==> src/sv/ansi_csi_sequence_parser_macros.svh <==
// Assertion helpers used by the parser's output FIFO.
`ifndef ANSI_CSI_SEQUENCE_PARSER_MACROS_SVH
`define ANSI_CSI_SEQUENCE_PARSER_MACROS_SVH

// Same-cycle implication under asynchronous active-low reset.
`define ACSP_ASSERT_IMP(name, clk, rst_n, ante, cons) \
	name: assert property (@(posedge clk) disable iff (!rst_n) (ante) |-> (cons)) \
		else $error("acsp assertion failed");

// Next-cycle implication under asynchronous active-low reset.
`define ACSP_ASSERT_NXT(name, clk, rst_n, ante, cons) \
	name: assert property (@(posedge clk) disable iff (!rst_n) (ante) |=> (cons)) \
		else $error("acsp assertion failed");

`endif

==> src/sv/acsp_pkg.sv <==
`default_nettype none

package acsp_pkg;

	localparam int PARAM_WIDTH_DEF = 16;
	localparam int OQ_DEPTH = 4;

	typedef enum logic [1:0] {
		KIND_DATA  = 2'd0,
		KIND_BKSP  = 2'd1,
		KIND_PARAM = 2'd2,
		KIND_CMD   = 2'd3
	} kind_t;

	typedef struct packed {
		kind_t       kind;
		logic [15:0] value;
		logic [7:0]  param_index;
		logic [7:0]  param_count;
		logic        last;
	} result_t;

	// Up to two results written into the output queue in one cycle.
	typedef struct packed {
		logic [1:0] n;
		result_t    r0;
		result_t    r1;
	} push_t;

endpackage

`default_nettype wire

==> src/sv/acsp_in_if.sv <==
`default_nettype none

interface acsp_in_if;
	logic       valid;
	logic       ready;
	logic [7:0] in_byte;

	modport source (output valid, output in_byte, input ready);
	modport sink (input valid, input in_byte, output ready);
endinterface

`default_nettype wire

==> src/sv/acsp_out_if.sv <==
`default_nettype none

interface acsp_out_if;
	logic        valid;
	logic        ready;
	logic [1:0]  kind;
	logic [15:0] value;
	logic [7:0]  param_index;
	logic [7:0]  param_count;
	logic        last;

	modport source (output valid, output kind, output value, output param_index,
		output param_count, output last, input ready);
	modport sink (input valid, input kind, input value, input param_index,
		input param_count, input last, output ready);
endinterface

`default_nettype wire

==> src/sv/acsp_out_fifo.sv <==
`default_nettype none
`include "ansi_csi_sequence_parser_macros.svh"

module acsp_out_fifo import acsp_pkg::*; (
	input  wire          clk,
	input  wire          arst_n,
	input  push_t        push,
	output logic         room,
	acsp_out_if.source   dout
);

	localparam int PTR_W = $clog2(OQ_DEPTH);
	localparam int CNT_W = $clog2(OQ_DEPTH + 1);
	localparam logic [CNT_W-1:0] ROOM_MAX = CNT_W'(OQ_DEPTH - 2);
	localparam logic [CNT_W-1:0] CNT_MAX = CNT_W'(OQ_DEPTH);

	result_t          mem_q [OQ_DEPTH];
	logic [PTR_W-1:0] wr_ptr_q;
	logic [PTR_W-1:0] rd_ptr_q;
	logic [CNT_W-1:0] count_q;
	logic             pop;
	result_t          head;

	assign room = (count_q <= ROOM_MAX);
	assign pop  = dout.valid && dout.ready;
	assign head = mem_q[rd_ptr_q];

	assign dout.valid       = (count_q != '0);
	assign dout.kind        = head.kind;
	assign dout.value       = head.value;
	assign dout.param_index = head.param_index;
	assign dout.param_count = head.param_count;
	assign dout.last        = head.last;

	always_ff @(posedge clk) begin
		if (push.n != 2'd0) begin
			mem_q[wr_ptr_q] <= push.r0;
		end
		if (push.n == 2'd2) begin
			mem_q[wr_ptr_q + PTR_W'(1)] <= push.r1;
		end
	end

	always_ff @(posedge clk or negedge arst_n) begin
		if (!arst_n) begin
			wr_ptr_q <= '0;
			rd_ptr_q <= '0;
			count_q  <= '0;
		end else begin
			wr_ptr_q <= wr_ptr_q + PTR_W'(push.n);
			if (pop) begin
				rd_ptr_q <= rd_ptr_q + PTR_W'(1);
			end
			count_q <= count_q + CNT_W'(push.n) - CNT_W'(pop);
		end
	end

	`ACSP_ASSERT_IMP(a_count_bound, clk, arst_n, 1'b1, count_q <= CNT_MAX)
	`ACSP_ASSERT_IMP(a_push_room, clk, arst_n, push.n != 2'd0, count_q <= ROOM_MAX)
	`ACSP_ASSERT_IMP(a_pair_last, clk, arst_n, push.n == 2'd2, push.r1.last && !push.r0.last)
	`ACSP_ASSERT_NXT(a_fill_shows, clk, arst_n, count_q == '0 && push.n != 2'd0, dout.valid)

endmodule

`default_nettype wire

==> src/sv/ansi_csi_sequence_parser.sv <==
// ANSI CSI parser: one terminal byte is taken per cycle while the queue has
// room and decoded in the same cycle into zero, one or two result words
// (data byte, backspace, sequence parameter, command final byte) that enter
// a four-word output queue, which registers each word before offering it and
// delivers one word per cycle while the sink is ready. A byte is taken whenever
// the queue has at least two free words, so while the sink is ready a stream
// that yields at most one word per byte runs at one byte per clock. Two bytes
// yield two words: the final byte after parameters (parameter and command),
// and a byte other than '[', CR or ESC after a lone ESC (the ESC and the byte).
`default_nettype none

module ansi_csi_sequence_parser import acsp_pkg::*; #(
	parameter int PARAM_WIDTH = PARAM_WIDTH_DEF
) (
	input  wire        clk,
	input  wire        arst_n,
	acsp_in_if.sink    din,
	acsp_out_if.source dout
);

	localparam logic [7:0] CH_CR   = 8'h0d;
	localparam logic [7:0] CH_BS   = 8'h08;
	localparam logic [7:0] CH_DEL  = 8'h7f;
	localparam logic [7:0] CH_ESC  = 8'h1b;
	localparam logic [7:0] CH_LBR  = 8'h5b;
	localparam logic [7:0] CH_SEMI = 8'h3b;
	localparam logic [7:0] CH_0    = 8'h30;
	localparam logic [7:0] CH_9    = 8'h39;
	localparam logic [7:0] CNT_SAT = 8'hff;

	typedef enum logic [1:0] {
		PH_GROUND = 2'd0,
		PH_ESC    = 2'd1,
		PH_CSI    = 2'd2,
		PH_PARAM  = 2'd3
	} phase_t;

	phase_t                 phase_q, phase_d;
	logic [PARAM_WIDTH-1:0] accum_q, accum_d;
	logic [7:0]             fc_q, fc_d;
	logic [7:0]             fc_inc;

	logic [7:0]             b;
	logic                   accept;
	logic                   room;
	logic                   is_digit;
	logic [3:0]             digit;
	logic [PARAM_WIDTH+3:0] prod;
	logic [PARAM_WIDTH-1:0] acc_next;
	logic [15:0]            acc16;

	logic                   g_n;
	logic                   g_esc;
	result_t                g_res;

	logic [1:0]             n;
	result_t                r0, r1;
	push_t                  push;

	assign b        = din.in_byte;
	assign din.ready = room;
	assign accept   = din.valid && room;
	assign is_digit = (b >= CH_0) && (b <= CH_9);
	assign digit    = b[3:0];
	assign fc_inc   = (fc_q != CNT_SAT) ? fc_q + 8'd1 : fc_q;

	// accum * 10 + digit, saturated to the parameter width
	assign prod = {1'b0, accum_q, 3'b000} + {3'b000, accum_q, 1'b0}
		+ {{PARAM_WIDTH{1'b0}}, digit};
	assign acc_next = (prod[PARAM_WIDTH+3:PARAM_WIDTH] != 4'd0) ? {PARAM_WIDTH{1'b1}}
		: prod[PARAM_WIDTH-1:0];

	generate
		if (PARAM_WIDTH >= 16) begin : g_wide
			assign acc16 = accum_q[15:0];
		end else begin : g_narrow
			assign acc16 = {{(16 - PARAM_WIDTH){1'b0}}, accum_q};
		end
	endgenerate

	// plain ground handling of the current byte
	always_comb begin
		g_n   = 1'b0;
		g_esc = 1'b0;
		g_res = '{kind: KIND_DATA, value: {8'h00, b}, param_index: 8'd0,
			param_count: 8'd0, last: 1'b0};
		if (b == CH_CR) begin
			g_n = 1'b0;
		end else if (b == CH_BS || b == CH_DEL) begin
			g_n = 1'b1;
			g_res.kind  = KIND_BKSP;
			g_res.value = 16'd0;
		end else if (b == CH_ESC) begin
			g_esc = 1'b1;
		end else begin
			g_n = 1'b1;
		end
	end

	always_comb begin
		phase_d = phase_q;
		accum_d = accum_q;
		fc_d    = fc_q;
		n       = 2'd0;
		r0      = g_res;
		r1      = g_res;
		unique case (phase_q)
			PH_GROUND: begin
				n = {1'b0, g_n};
				if (g_esc) begin
					phase_d = PH_ESC;
				end
			end
			PH_ESC: begin
				if (b == CH_LBR) begin
					phase_d = PH_CSI;
					accum_d = '0;
					fc_d    = 8'd0;
				end else begin
					// lone ESC goes out as data, then the byte as in ground
					r0 = '{kind: KIND_DATA, value: {8'h00, CH_ESC}, param_index: 8'd0,
						param_count: 8'd0, last: 1'b0};
					r1 = g_res;
					n  = g_n ? 2'd2 : 2'd1;
					phase_d = g_esc ? PH_ESC : PH_GROUND;
				end
			end
			PH_CSI: begin
				if (is_digit) begin
					accum_d = PARAM_WIDTH'(digit);
					fc_d    = 8'd0;
					phase_d = PH_PARAM;
				end else begin
					r0 = '{kind: KIND_CMD, value: {8'h00, b}, param_index: 8'd0,
						param_count: 8'd0, last: 1'b0};
					n  = 2'd1;
					phase_d = PH_GROUND;
				end
			end
			PH_PARAM: begin
				r0 = '{kind: KIND_PARAM, value: acc16, param_index: fc_q,
					param_count: 8'd0, last: 1'b0};
				if (is_digit) begin
					accum_d = acc_next;
				end else if (b == CH_SEMI) begin
					n       = 2'd1;
					accum_d = '0;
					fc_d    = fc_inc;
				end else begin
					r1 = '{kind: KIND_CMD, value: {8'h00, b}, param_index: 8'd0,
						param_count: fc_inc, last: 1'b0};
					n       = 2'd2;
					accum_d = '0;
					fc_d    = 8'd0;
					phase_d = PH_GROUND;
				end
			end
			default: begin
				phase_d = PH_GROUND;
			end
		endcase
		if (n == 2'd1) begin
			r0.last = 1'b1;
		end
		if (n == 2'd2) begin
			r1.last = 1'b1;
		end
	end

	always_ff @(posedge clk or negedge arst_n) begin
		if (!arst_n) begin
			phase_q <= PH_GROUND;
			accum_q <= '0;
			fc_q    <= 8'd0;
		end else if (accept) begin
			phase_q <= phase_d;
			accum_q <= accum_d;
			fc_q    <= fc_d;
		end
	end

	assign push.n  = accept ? n : 2'd0;
	assign push.r0 = r0;
	assign push.r1 = r1;

	acsp_out_fifo u_out_fifo (
		.clk    (clk),
		.arst_n (arst_n),
		.push   (push),
		.room   (room),
		.dout   (dout)
	);

endmodule

`default_nettype wire

==> src/flat_wrapper.sv <==
// flat-port wrapper written by rule: the top's interface ports become plain ports
module ansi_csi_sequence_parser_flat import acsp_pkg::*;
#(
	parameter int PARAM_WIDTH = PARAM_WIDTH_DEF
)
  (clk, arst_n, din_valid, din_in_byte, din_ready, dout_valid, dout_kind, dout_value, dout_param_index, dout_param_count, dout_last, dout_ready);
  acsp_in_if din_i ();
  acsp_out_if dout_i ();
  input  wire clk;
  input  wire arst_n;
  input wire logic [$bits(din_i.valid)-1:0] din_valid;
  input wire logic [$bits(din_i.in_byte)-1:0] din_in_byte;
  output wire logic [$bits(din_i.ready)-1:0] din_ready;
  output wire logic [$bits(dout_i.valid)-1:0] dout_valid;
  output wire logic [$bits(dout_i.kind)-1:0] dout_kind;
  output wire logic [$bits(dout_i.value)-1:0] dout_value;
  output wire logic [$bits(dout_i.param_index)-1:0] dout_param_index;
  output wire logic [$bits(dout_i.param_count)-1:0] dout_param_count;
  output wire logic [$bits(dout_i.last)-1:0] dout_last;
  input wire logic [$bits(dout_i.ready)-1:0] dout_ready;
  assign din_i.valid = din_valid;
  assign din_i.in_byte = din_in_byte;
  assign din_ready = din_i.ready;
  assign dout_valid = dout_i.valid;
  assign dout_kind = dout_i.kind;
  assign dout_value = dout_i.value;
  assign dout_param_index = dout_i.param_index;
  assign dout_param_count = dout_i.param_count;
  assign dout_last = dout_i.last;
  assign dout_i.ready = dout_ready;
  ansi_csi_sequence_parser #(.PARAM_WIDTH(PARAM_WIDTH)) u_core (.clk(clk), .arst_n(arst_n), .din(din_i), .dout(dout_i));
endmodule
==> config.mk <==
export PLATFORM = sky130hd
export DESIGN_NAME = ansi_csi_sequence_parser_flat
export DESIGN_NICKNAME = d
export VERILOG_FILES = /design/src/sv/acsp_pkg.sv /design/src/sv/acsp_in_if.sv /design/src/sv/acsp_out_if.sv /design/src/sv/acsp_out_fifo.sv /design/src/sv/ansi_csi_sequence_parser.sv /design/src/flat_wrapper.sv
export VERILOG_INCLUDE_DIRS = /design/src /design/src/sv
export SDC_FILE = /design/constraint.sdc
export NUM_CORES = 1
export LEC_CHECK = 0
export ABC_AREA = 1
export BUFFER_PORTS_ARGS = -buffer_cell sky130_fd_sc_hd__clkbuf_2
export CORE_MARGIN = 2
export CORE_UTILIZATION = 50
export CTS_BUF_LIST = sky130_fd_sc_hd__clkbuf_8
export DETAILED_ROUTE_END_ITERATION = 16
export PLACE_DENSITY = 0.67
export SYNTH_ARGS = -nofsm -noshare
export SYNTH_HDL_FRONTEND = slang
export SYNTH_SLANG_ARGS = --single-unit
==> constraint.sdc <==
create_clock -name clk -period 5.7 [get_ports clk]
set_clock_uncertainty 0.05 [all_clocks]
set_input_delay 0.285 -clock clk [delete_from_list [all_inputs] [get_ports clk]]
set_output_delay 0.285 -clock clk [all_outputs]
set_load 0.05 [all_outputs]
==> results.cfg, run 1 <==
[status]
status = completed

[worst_setup_path]
critPathLaunch = u_core.phase_q[1]
cp.arrival_ns = 4.32
end_kind = flop
path_class = flop to flop
r2r_start = u_core.phase_q[1]
startpoint_type = flop
r2r_slack_ns = 1.33
crit_chain = nand2_1 -> clkinv_1 -> nand2_1 -> nand2_1 -> inv_1 -> nand3_2 -> nand3_4 -> nand2_4 -> nand2_2 -> nand2_1
cp_slowest_cell = nand2_1
cp_max_fo = 58
slowest_delay_ns = 0.71
cp.required_ns = 5.65
cpMostUsedCell = nand2_1

[die]
die_w_um = 143
io_pins = 49
die_area_sq_um = 20600
num_rows = 50
start_util = 0.514
design.core.area_sq_um = 18900
die_h_um = 143

[synth]
synthesis.area_sq_um = 9710
synth_nets = 1276
syn_inst = 1225
synth_edf_count = 76
yosys-top-cells-area = edfxtp_1 23%, dfxtp_1 13%, nand2_1 8.8%
synth-seq-cells = 173
synth_cell_types = 46
synth_area_per_cell_sq_um = 7.93
yosysTopAreaCellShare = 0.235
yosysSeqAreaShare = 0.452
synth_ff_type = edfxtp_1
ys_async_sr_fraction = 0.191
yosysWarnings = 0
synth_top_area_cell = edfxtp_1

[sta]
hold_viol = 0
rsz0062_at_grt = false
min_period_over_period = 0.767
slew_viol_final = 0
period_minus_slack_ns = 4.37
finalSetupViolations = 0
worstMarginPinSlew_ns = 1.18
slew_headroom = 0.213
fin_tns_setup_ns = 0
max_freq_mhz = 229

[pwr]
p_per_area_nw_per_um2 = 601
vdd_drop_max_v = 0.000362
power_leakage_nw = 4.47
finalPower_w = 0.00629

[drt]
routed_wl_um = 26200
vias_per_cell = 5.65
drt_iter0_drc = 757
drc_errors = 0
vias = 8580
wl_per_cell_um = 17.2
dr.pass1.iters = 5
drtAntennaViolNets = 0

[place]
port_buffers = 48
gp_congestion = 0.892
dpl.hpwl_um = 17400
dp_cells = 1485

[clock_tree]
cts.sinks = 173
tritoncts = done
cts_resized = 0
holdBufCountCts = 1
path_clk_slew_ns = 0.10
cts_buffers = 17
cts_setup_buffers = 0
clk_latency_ns = 0.48
htree_levels = 4
cts_root_buffer = clkbuf_8
cts_max_path_buffers = 2

[min_path]
hold_path_startpoint = din_in_byte[0]
hp-class = input port to flop

[global_route]
antenna_found_initial = 0
grt_pass1_wl_um = 41400
grt_max_degree = 74
first_global_vias = 7884
grt.total_usage = 0.261
grt.overflow.total = 0

[final_layout]
nets = 1296
drive_gt1_frac = 0.126
fin_cells = 1518
antennaDiodeCount = 0
synthToLayoutAreaGrowth_pct = 7.72

[job]
cap_violations = 0
-- registers in the layout, indices dropped and copies added (netlist names) --
signal                      cells
u_core.u_out_fifo.mem_q       140
u_core.acc16                   16
u_core.fc_q                     8
u_core.u_out_fifo.count_q       3
u_core.phase_q                  2
u_core.u_out_fifo.rd_ptr_q      2
u_core.u_out_fifo.wr_ptr_q      2
-- placed cells by master, fill, tap and decap left out, types with 3 or more instances in the layout --
cell type     n
a21oi_1      65
a21oi_2      10
a31oi_1       3
and3_1        3
buf_4         7
bufinv_16     4
clkbuf_2     48
clkbuf_8     17
clkinvlp_4    5
dfrtp_1      32
dfxtp_1      64
edfxtp_1     76
fa_1          3
ha_1         36
inv_1        95
inv_2        12
inv_6         4
nand2_1     228
nand2_2      17
nand2_4       4
nand3_1      89
nand4_1       3
nor2_1      184
nor2_4        5
nor3_1        6
o21ai_0     142
o21ai_1       3
o21ai_2       9
o22ai_1      46
or2_2         4
xnor2_1       6
xor2_1        8
-- per-layer routing --
metal | part of all wire | vias to the layer above | GRT usage
met2 | 0.46 | 317 | 0.421
met3 | 0.072 | 37 | 0.0570
met4 | 0.018 | 0 | 0.0671
li1 | - | 4156 | -
met1 | 0.45 | 4070 | 0.359
met5 | 0 | - | 0
-- stage by stage --
step                      hold WS [ns]  utilization  setup WS, ns  area (sq um)
after floorplan                -0.0606            -          2.62          9710
after global placement           0.395        0.530          1.51         10000
after detailed placement         0.401        0.530          1.41         10000
after CTS                        0.141        0.554          1.38         10500
after global routing             0.180        0.554         0.994         10500
final                            0.168        0.554          1.33         10500
-- critical path, delay by kind of cell, from the launching register on --
| kind | cells | cell delay [ns] |
|---|---|---|
| DFF | 1 | 0.46 |
| buffers and inverters | 2 | 0.55 |
| and+or+nand+nor | 8 | 2.81 |
-- power by group --
| part | total, W | internal [W] | switching [W] |
|---|---|---|---|
| Combinational | 0.00339 | 0.000848 | 0.00254 |
| Sequential | 0.00193 | 0.00172 | 0.000212 |
| Clock | 0.000970 | 0.000484 | 0.000485 |
| Total | 0.00629 | 0.00305 | 0.00324 |
-- cell families after synthesis --
| family | share of synthesized area |
|---|---|
| AOI/OAI and AO/OA | 0.162 |
| xor gates and xnor gates | 0.0126 |
| adders and majority gates | 0.0526 |
| buffers and inverters | 0.0761 |
| DFF | 0.452 |
| and+or+nand+nor | 0.244 |
-- final timing paths --
check,end,cells past startpoint
hold / removal,u_core.acc16[0],3
max in group asynchronous,u_core.u_out_fifo.rd_ptr_q[0],2
setup reg to reg,u_core.u_out_fifo.mem_q[0][33],10
min in group asynchronous,u_core.fc_q[3],2
hold reg to reg,u_core.u_out_fifo.mem_q[1][14],2
setup / recovery,u_core.u_out_fifo.mem_q[0][33],10
-- cells in the mapped netlist, types with 9 or more instances --
| cell | n |
|---|---|
| a21oi_1 | 65 |
| a21oi_2 | 10 |
| buf_2 | 17 |
| clkbuf_1 | 26 |
| dfrtp_1 | 33 |
| dfxtp_1 | 64 |
| edfxtp_1 | 76 |
| ha_1 | 36 |
| inv_1 | 95 |
| inv_2 | 11 |
| nand2_1 | 228 |
| nand2_2 | 17 |
| nand3_1 | 89 |
| nor2_1 | 184 |
| o21ai_0 | 142 |
| o21ai_2 | 9 |
| o22ai_1 | 46 |
-- final cells by class --
| type | count | area, sq um |
|---|---|---|
| tap | 260 | 325 |
| timing repair buffer | 56 | 303 |
| multi-input combinational | 887 | 4580 |
| fill | 1801 | 8430 |
| inverter | 110 | 417 |
| clock inverter | 15 | 209 |
| clock buffer | 17 | 234 |
| sequential | 173 | 4390 |
Power figures use the tool's default switching activity.
==> inputs of run 2 (changes only) <==
==> constraint.sdc (replaced) <==
create_clock -name clk -period 4.45 [get_ports clk]
set_clock_uncertainty 0.05 [all_clocks]
set_input_delay 0.2225 -clock clk [delete_from_list [all_inputs] [get_ports clk]]
set_output_delay 0.2225 -clock clk [all_outputs]
set_load 0.05 [all_outputs]
==> run 2 against run 1 <==
Maximum frequency rose by 23%. Clock power rose by 7%. Global-route usage rose by 0.34 points. Register-to-register slack got worse by 0.44 ns. Cell count rose by 0.66%. Critical path depth rose by 1. Final area barely moved. Routed wire length rose by 1.1%. Non-clock buffer count rose by 10. Highest routed layer unchanged.
==> results.cfg, run 2 (synthesized netlist as in run 1, its figures left out) <==
[final_layout]
fill_cells = 1830
synthToLayoutAreaGrowth_pct = 7.63
largest_reg_flops = 140
antennaDiodeCount = 0
drive_gt1_frac = 0.131
largest-register = u_core.u_out_fifo.mem_q
final_cell_mix = 228 x nand2_1, 184 x nor2_1, 142 x o21ai_0
final_common_cell = nand2_1
final_util = 0.553
seqCellArea_sq_um = 4390
nets = 1306
multi_input_area_sq_um = 4580

[min_path]
hold_end = u_core.acc16[0]
hold_path_startpoint = din_in_byte[0]
min_path_cells = 3
hp-class = input port to flop

[place]
gp_congestion = 0.896
dpl.hpwl_um = 17900
place_ws_ns = 0.946
port_buffers = 48

[global_route]
first_global_vias = 8111
grt_pass1_wl_um = 42400
grt_max_degree = 73
grt.overflow.total = 0
grt.total_usage = 0.264
antenna_found_initial = 0

[clock_tree]
htree_levels = 4
cts_buffers = 17
cts.sinks = 173
clk_latency_ns = 0.47
cts_max_path_buffers = 2
cts_root_buffer = clkbuf_8
cts_setup_buffers = 0
path_clk_slew_ns = 0.09
tritoncts = done

[sta]
period_minus_slack_ns = 3.56
layout_setup_ws_ns = 0.893
slew_viol_final = 0
max_freq_mhz = 281
slew_headroom = 0.342
hold_viol = 0
finalSetupViolations = 0
min_period_over_period = 0.799
rsz0062_at_grt = false
worstMarginPinSlew_ns = 0.988
fin_tns_setup_ns = 0

[die]
start_util = 0.514
die_area_sq_um = 20600
num_rows = 50
die_h_um = 143
design.core.area_sq_um = 18900
die_w_um = 143
io_pins = 49

[worst_setup_path]
slowest_delay_ns = 0.59
r2r_start = u_core.phase_q[1]
r2r_slack_ns = 0.89
cp_slowest_cell = nand2_1
path_class = flop to flop
end_kind = flop
cp.required_ns = 4.42
startpoint_type = flop
cp_num_buf_inv = 3
cp_max_fo = 58
r2r_cells = 11
crit_family = simple AND/OR/NAND/NOR gates
r2r-end = u_core.u_out_fifo.mem_q[3][8]
cp.arrival_ns = 3.53
cpMostUsedCell = nand2_1
crit_chain = nand2_1 -> buf_4 -> clkinv_1 -> nand2_1 -> nand2_1 -> inv_1 -> nand3_2 -> nand3_4 -> nand2_4 -> nand2_4 -> nand2_1

[pwr]
power_leakage_nw = 4.48
p_per_area_nw_per_um2 = 757
vdd_drop_max_v = 0.000411

[drt]
routed_wl_um = 26500
vias = 8578
drt_iter0_drc = 809
dr.pass1.iters = 5
vias_per_cell = 5.61
drc_errors = 0
wl_per_cell_um = 17.3
drtAntennaViolNets = 0

[job]
cap_violations = 0

[status]
status = completed
==> run 2: worst max path at each step <==
| stage | from | end | cells past startpoint |
|---|---|---|---|
| finish | u_core.phase_q[1] | u_core.u_out_fifo.mem_q[3][8] | 11 |
| floorplan | u_core.u_out_fifo.count_q[0] | u_core.u_out_fifo.mem_q[2][0] | 9 |
| global route | u_core.phase_q[1] | u_core.u_out_fifo.mem_q[3][8] | 11 |
| CTS | u_core.phase_q[1] | u_core.u_out_fifo.mem_q[3][1] | 11 |
| detailed placement | u_core.phase_q[1] | u_core.u_out_fifo.mem_q[3][3] | 11 |
| global placement | u_core.phase_q[1] | u_core.u_out_fifo.mem_q[3][2] | 11 |
==> run 2: worst register-to-register path, delay by kind of cell (launching register included) <==
family | cells | cell delay (ns)
flip-flops | 1 | 0.46
buffers and inverters | 3 | 0.64
AND/OR/NAND/NOR | 8 | 1.98
==> run 2: power by group <==
part	leakage [nW]	switching, W	total [W]	internal (W)
Sequential	1.66	0.000312	0.00251	0.00220
Combinational	2.65	0.00325	0.00437	0.00112
Clock	0.175	0.000600	0.00104	0.000439
==> run 2: layout make-up <==
cell class | instances | share of cell area
Clock inverter | 15 | 0.0120
Sequential cell | 173 | 0.420
Tap cell | 260 | 0.0311
Clock buffer | 17 | 0.0224
Multi-Input combinational cell | 887 | 0.439
Timing Repair Buffer | 66 | 0.0361
Inverter | 110 | 0.0399
==> run 2: routing by layer <==
metal  vias up  track usage  wire length, um
met4         0       0.0635              329
met5         -            0                0
li1       4181            -                -
met3        29       0.0340             1330
met1      4132        0.378            12600
met2       236        0.428            12200
==> run 2: stage by stage <==
step | power (W) | cells | area (sq um) | hold slack (ns)
2_1_floorplan | 0.00581 | 1225 | 9710 | -0.123
3_3_place_gp | 0.00681 | 1495 | 10100 | 0.366
3_5_place_dp | 0.00687 | 1495 | 10100 | 0.375
4_1_cts | 0.00790 | 1528 | 10500 | 0.0669
5_1_grt | 0.00845 | 1528 | 10500 | 0.101
6_report | 0.00792 | 1528 | 10500 | 0.0881
==> run 2: what timing repair did <==
| item | 4_1_cts | 5_1_grt |
|---|---|---|
| endpoints found under the hold margin | 33 | 0 |
| resized for setup | 0 | 0 |
| hold buffers | 1 | 0 |
==> inputs of run 3 (changes only) <==
--- a/config.mk
+++ b/config.mk
@@ -12,7 +12,7 @@
 export CORE_UTILIZATION = 50
 export CTS_BUF_LIST = sky130_fd_sc_hd__clkbuf_8
 export DETAILED_ROUTE_END_ITERATION = 16
-export PLACE_DENSITY = 0.67
+export PLACE_DENSITY = 0.7
 export SYNTH_ARGS = -nofsm -noshare
 export SYNTH_HDL_FRONTEND = slang
 export SYNTH_SLANG_ARGS = --single-unit
==> constraint.sdc (replaced) <==
create_clock -name clk -period 3.1 [get_ports clk]
set_clock_uncertainty 0.05 [all_clocks]
set_input_delay 0.155 -clock clk [delete_from_list [all_inputs] [get_ports clk]]
set_output_delay 0.155 -clock clk [all_outputs]
set_load 0.05 [all_outputs]
==> run 3 against run 2 <==
Non-clock buffer count rose by 19. Cell count grew 1.2%. Sequential share of layout area fell by 0.85 points. Flip-flop and latch count did not move. Total power increased by 48%. Clock-buffer cell count is the same. First-iteration DRC count fell by 4.8%.
==> results.cfg, run 3 (synthesized netlist as in run 1, its figures left out) <==
[global_route]
first_global_vias = 8156
grtUsageMet3 = 0.0390
grt.total_usage = 0.265
antenna_found_initial = 0
grt_pass1_wl_um = 42300
grt_max_degree = 49
grt_use_met1 = 0.371
grt.overflow.total = 0
use_met2 = 0.422
grt_busiest_layer = met2

[drt]
vias = 8684
drtAntennaViolNets = 0
drt_iter0_drc = 770
vias_per_cell = 5.61
wl_per_cell_um = 17.1
routed_wl_um = 26400
drc_errors = 0
dr.pass1.iters = 5

[die]
die_w_um = 143
num_rows = 50
start_util = 0.514
io_pins = 49
die_area_sq_um = 20600
die_h_um = 143
design.core.area_sq_um = 18900

[final_layout]
final_cell_mix = 227 x nand2_1, 183 x nor2_1, 140 x o21ai_0
antennaDiodeCount = 0
nets = 1325
final_util = 0.565
fill_cells = 1791
synthToLayoutAreaGrowth_pct = 9.85
drive_gt1_frac = 0.144
largest-register = u_core.u_out_fifo.mem_q
largest_reg_flops = 140
final_common_cell = nand2_1

[clock_tree]
cts_max_path_buffers = 2
cts_root_buffer = clkbuf_8
cts_buffers = 17
tritoncts = done
clk_latency_ns = 0.48
cts.sinks = 173
cts_setup_buffers = 0
path_clk_slew_ns = 0.09
htree_levels = 4

[sta]
max_freq_mhz = 355
worst_hold_slack_ns = 0.0452
hold_viol = 0
finalSetupViolations = 0
fin_tns_setup_ns = 0
rsz0062_at_grt = false
worstMarginPinSlew_ns = 1.04
layout_setup_ws_ns = 0.280
min_period_over_period = 0.910
period_minus_slack_ns = 2.82
slew_viol_final = 0
slew_headroom = 0.308

[pwr]
power_leakage_nw = 4.59
vdd_drop_max_v = 0.000737
finalPower_w = 0.0117
p_per_area_nw_per_um2 = 1100

[worst_setup_path]
path_class = flop to flop
cp.required_ns = 3.43
cp.arrival_ns = 3.15
end_kind = flop
cp_max_fo = 3
startpoint_type = flop

[min_path]
hp-class = input port to flop

[status]
status = completed

[place]
place_ws_ns = 0.116
port_buffers = 48
dpl.hpwl_um = 18000
gp_congestion = 0.917

[job]
cap_violations = 0
[run 3: cell types whose count changed in the layout (fill, tap and decap cells not counted), moves of 2 or more]
cell / change
clkinv_4: -3
bufinv_16: +2
clkinv_2: -2
clkinv_1: +2
o21ai_1: +2
o21ai_0: -2
buf_4: +17
[run 3: power by group]
| part | leakage, nW | switching [W] | total, W | internal (W) |
|---|---|---|---|---|
| logic | 2.75 | 0.00462 | 0.00639 | 0.00177 |
| registers | 1.66 | 0.000507 | 0.00365 | 0.00315 |
| clock network | 0.187 | 0.000865 | 0.00166 | 0.000792 |
[run 3: layer usage]
metal,up-vias,share of wire
met5,-,0
li1,4217,-
met4,0,0.021
met2,352,0.46
met1,4071,0.44
met3,44,0.075
[run 3: cell type report]
cell class              instances  area (sq um)  share of cell area
inverters                     110           417              0.0390
flip-flops and latches        173          4390               0.411
clock inverters                15           169              0.0158
repair buffers                 85           536              0.0502
clock buffers                  17           234              0.0219
well taps                     260           325              0.0305
multi-input cells             887          4600               0.431
[run 3: metrics by stage]
stage | instances | area (sq um)
2_1_floorplan | 1225 | 9710
3_3_place_gp | 1513 | 10200
3_5_place_dp | 1513 | 10200
4_1_cts | 1547 | 10700
5_1_grt | 1547 | 10700
6_report | 1547 | 10700
[run 3: critical path, stage by stage, from the launching register on]
cell and delay (ns):
dfrtp_1 0.38, inv_1 0.08, fa_1 0.56, inv_1 0.06
ha_1 0.29, nand2_1 0.05, nand2_1 0.11, nand3_1 0.08
nand2_1 0.15, nand2_1 0.09, nand3_1 0.07, nand2_1 0.05
nor2_1 0.23, buf_4 0.18, nand3_1 0.07, nand2_1 0.06
nand2_1 0.05, nand2_1 0.06, nand2_1 0.06
[run 3: worst paths after layout]
path	startpoint	endpoint	slack [ns]	cells past startpoint
worst max-delay path	u_core.acc16[2]	u_core.acc16[3]	0.28	18
worst max register to register	u_core.acc16[2]	u_core.acc16[3]	0.28	18
max in group asynchronous	arst_n	u_core.u_out_fifo.rd_ptr_q[0]	2.10	2
worst min-delay path	din_in_byte[7]	u_core.u_out_fifo.mem_q[0][24]	0.05	3
worst min register to register	u_core.u_out_fifo.mem_q[2][30]	u_core.u_out_fifo.mem_q[2][30]	0.41	2
min in group asynchronous	arst_n	u_core.acc16[1]	0.28	2
[run 3: timing repair]
action / in CTS / in global routing
hold endpoints to repair: 34 / 0
hold buffers: 2 / 0
setup endpoints to repair: 0 / 14
gates resized for setup: 0 / 6
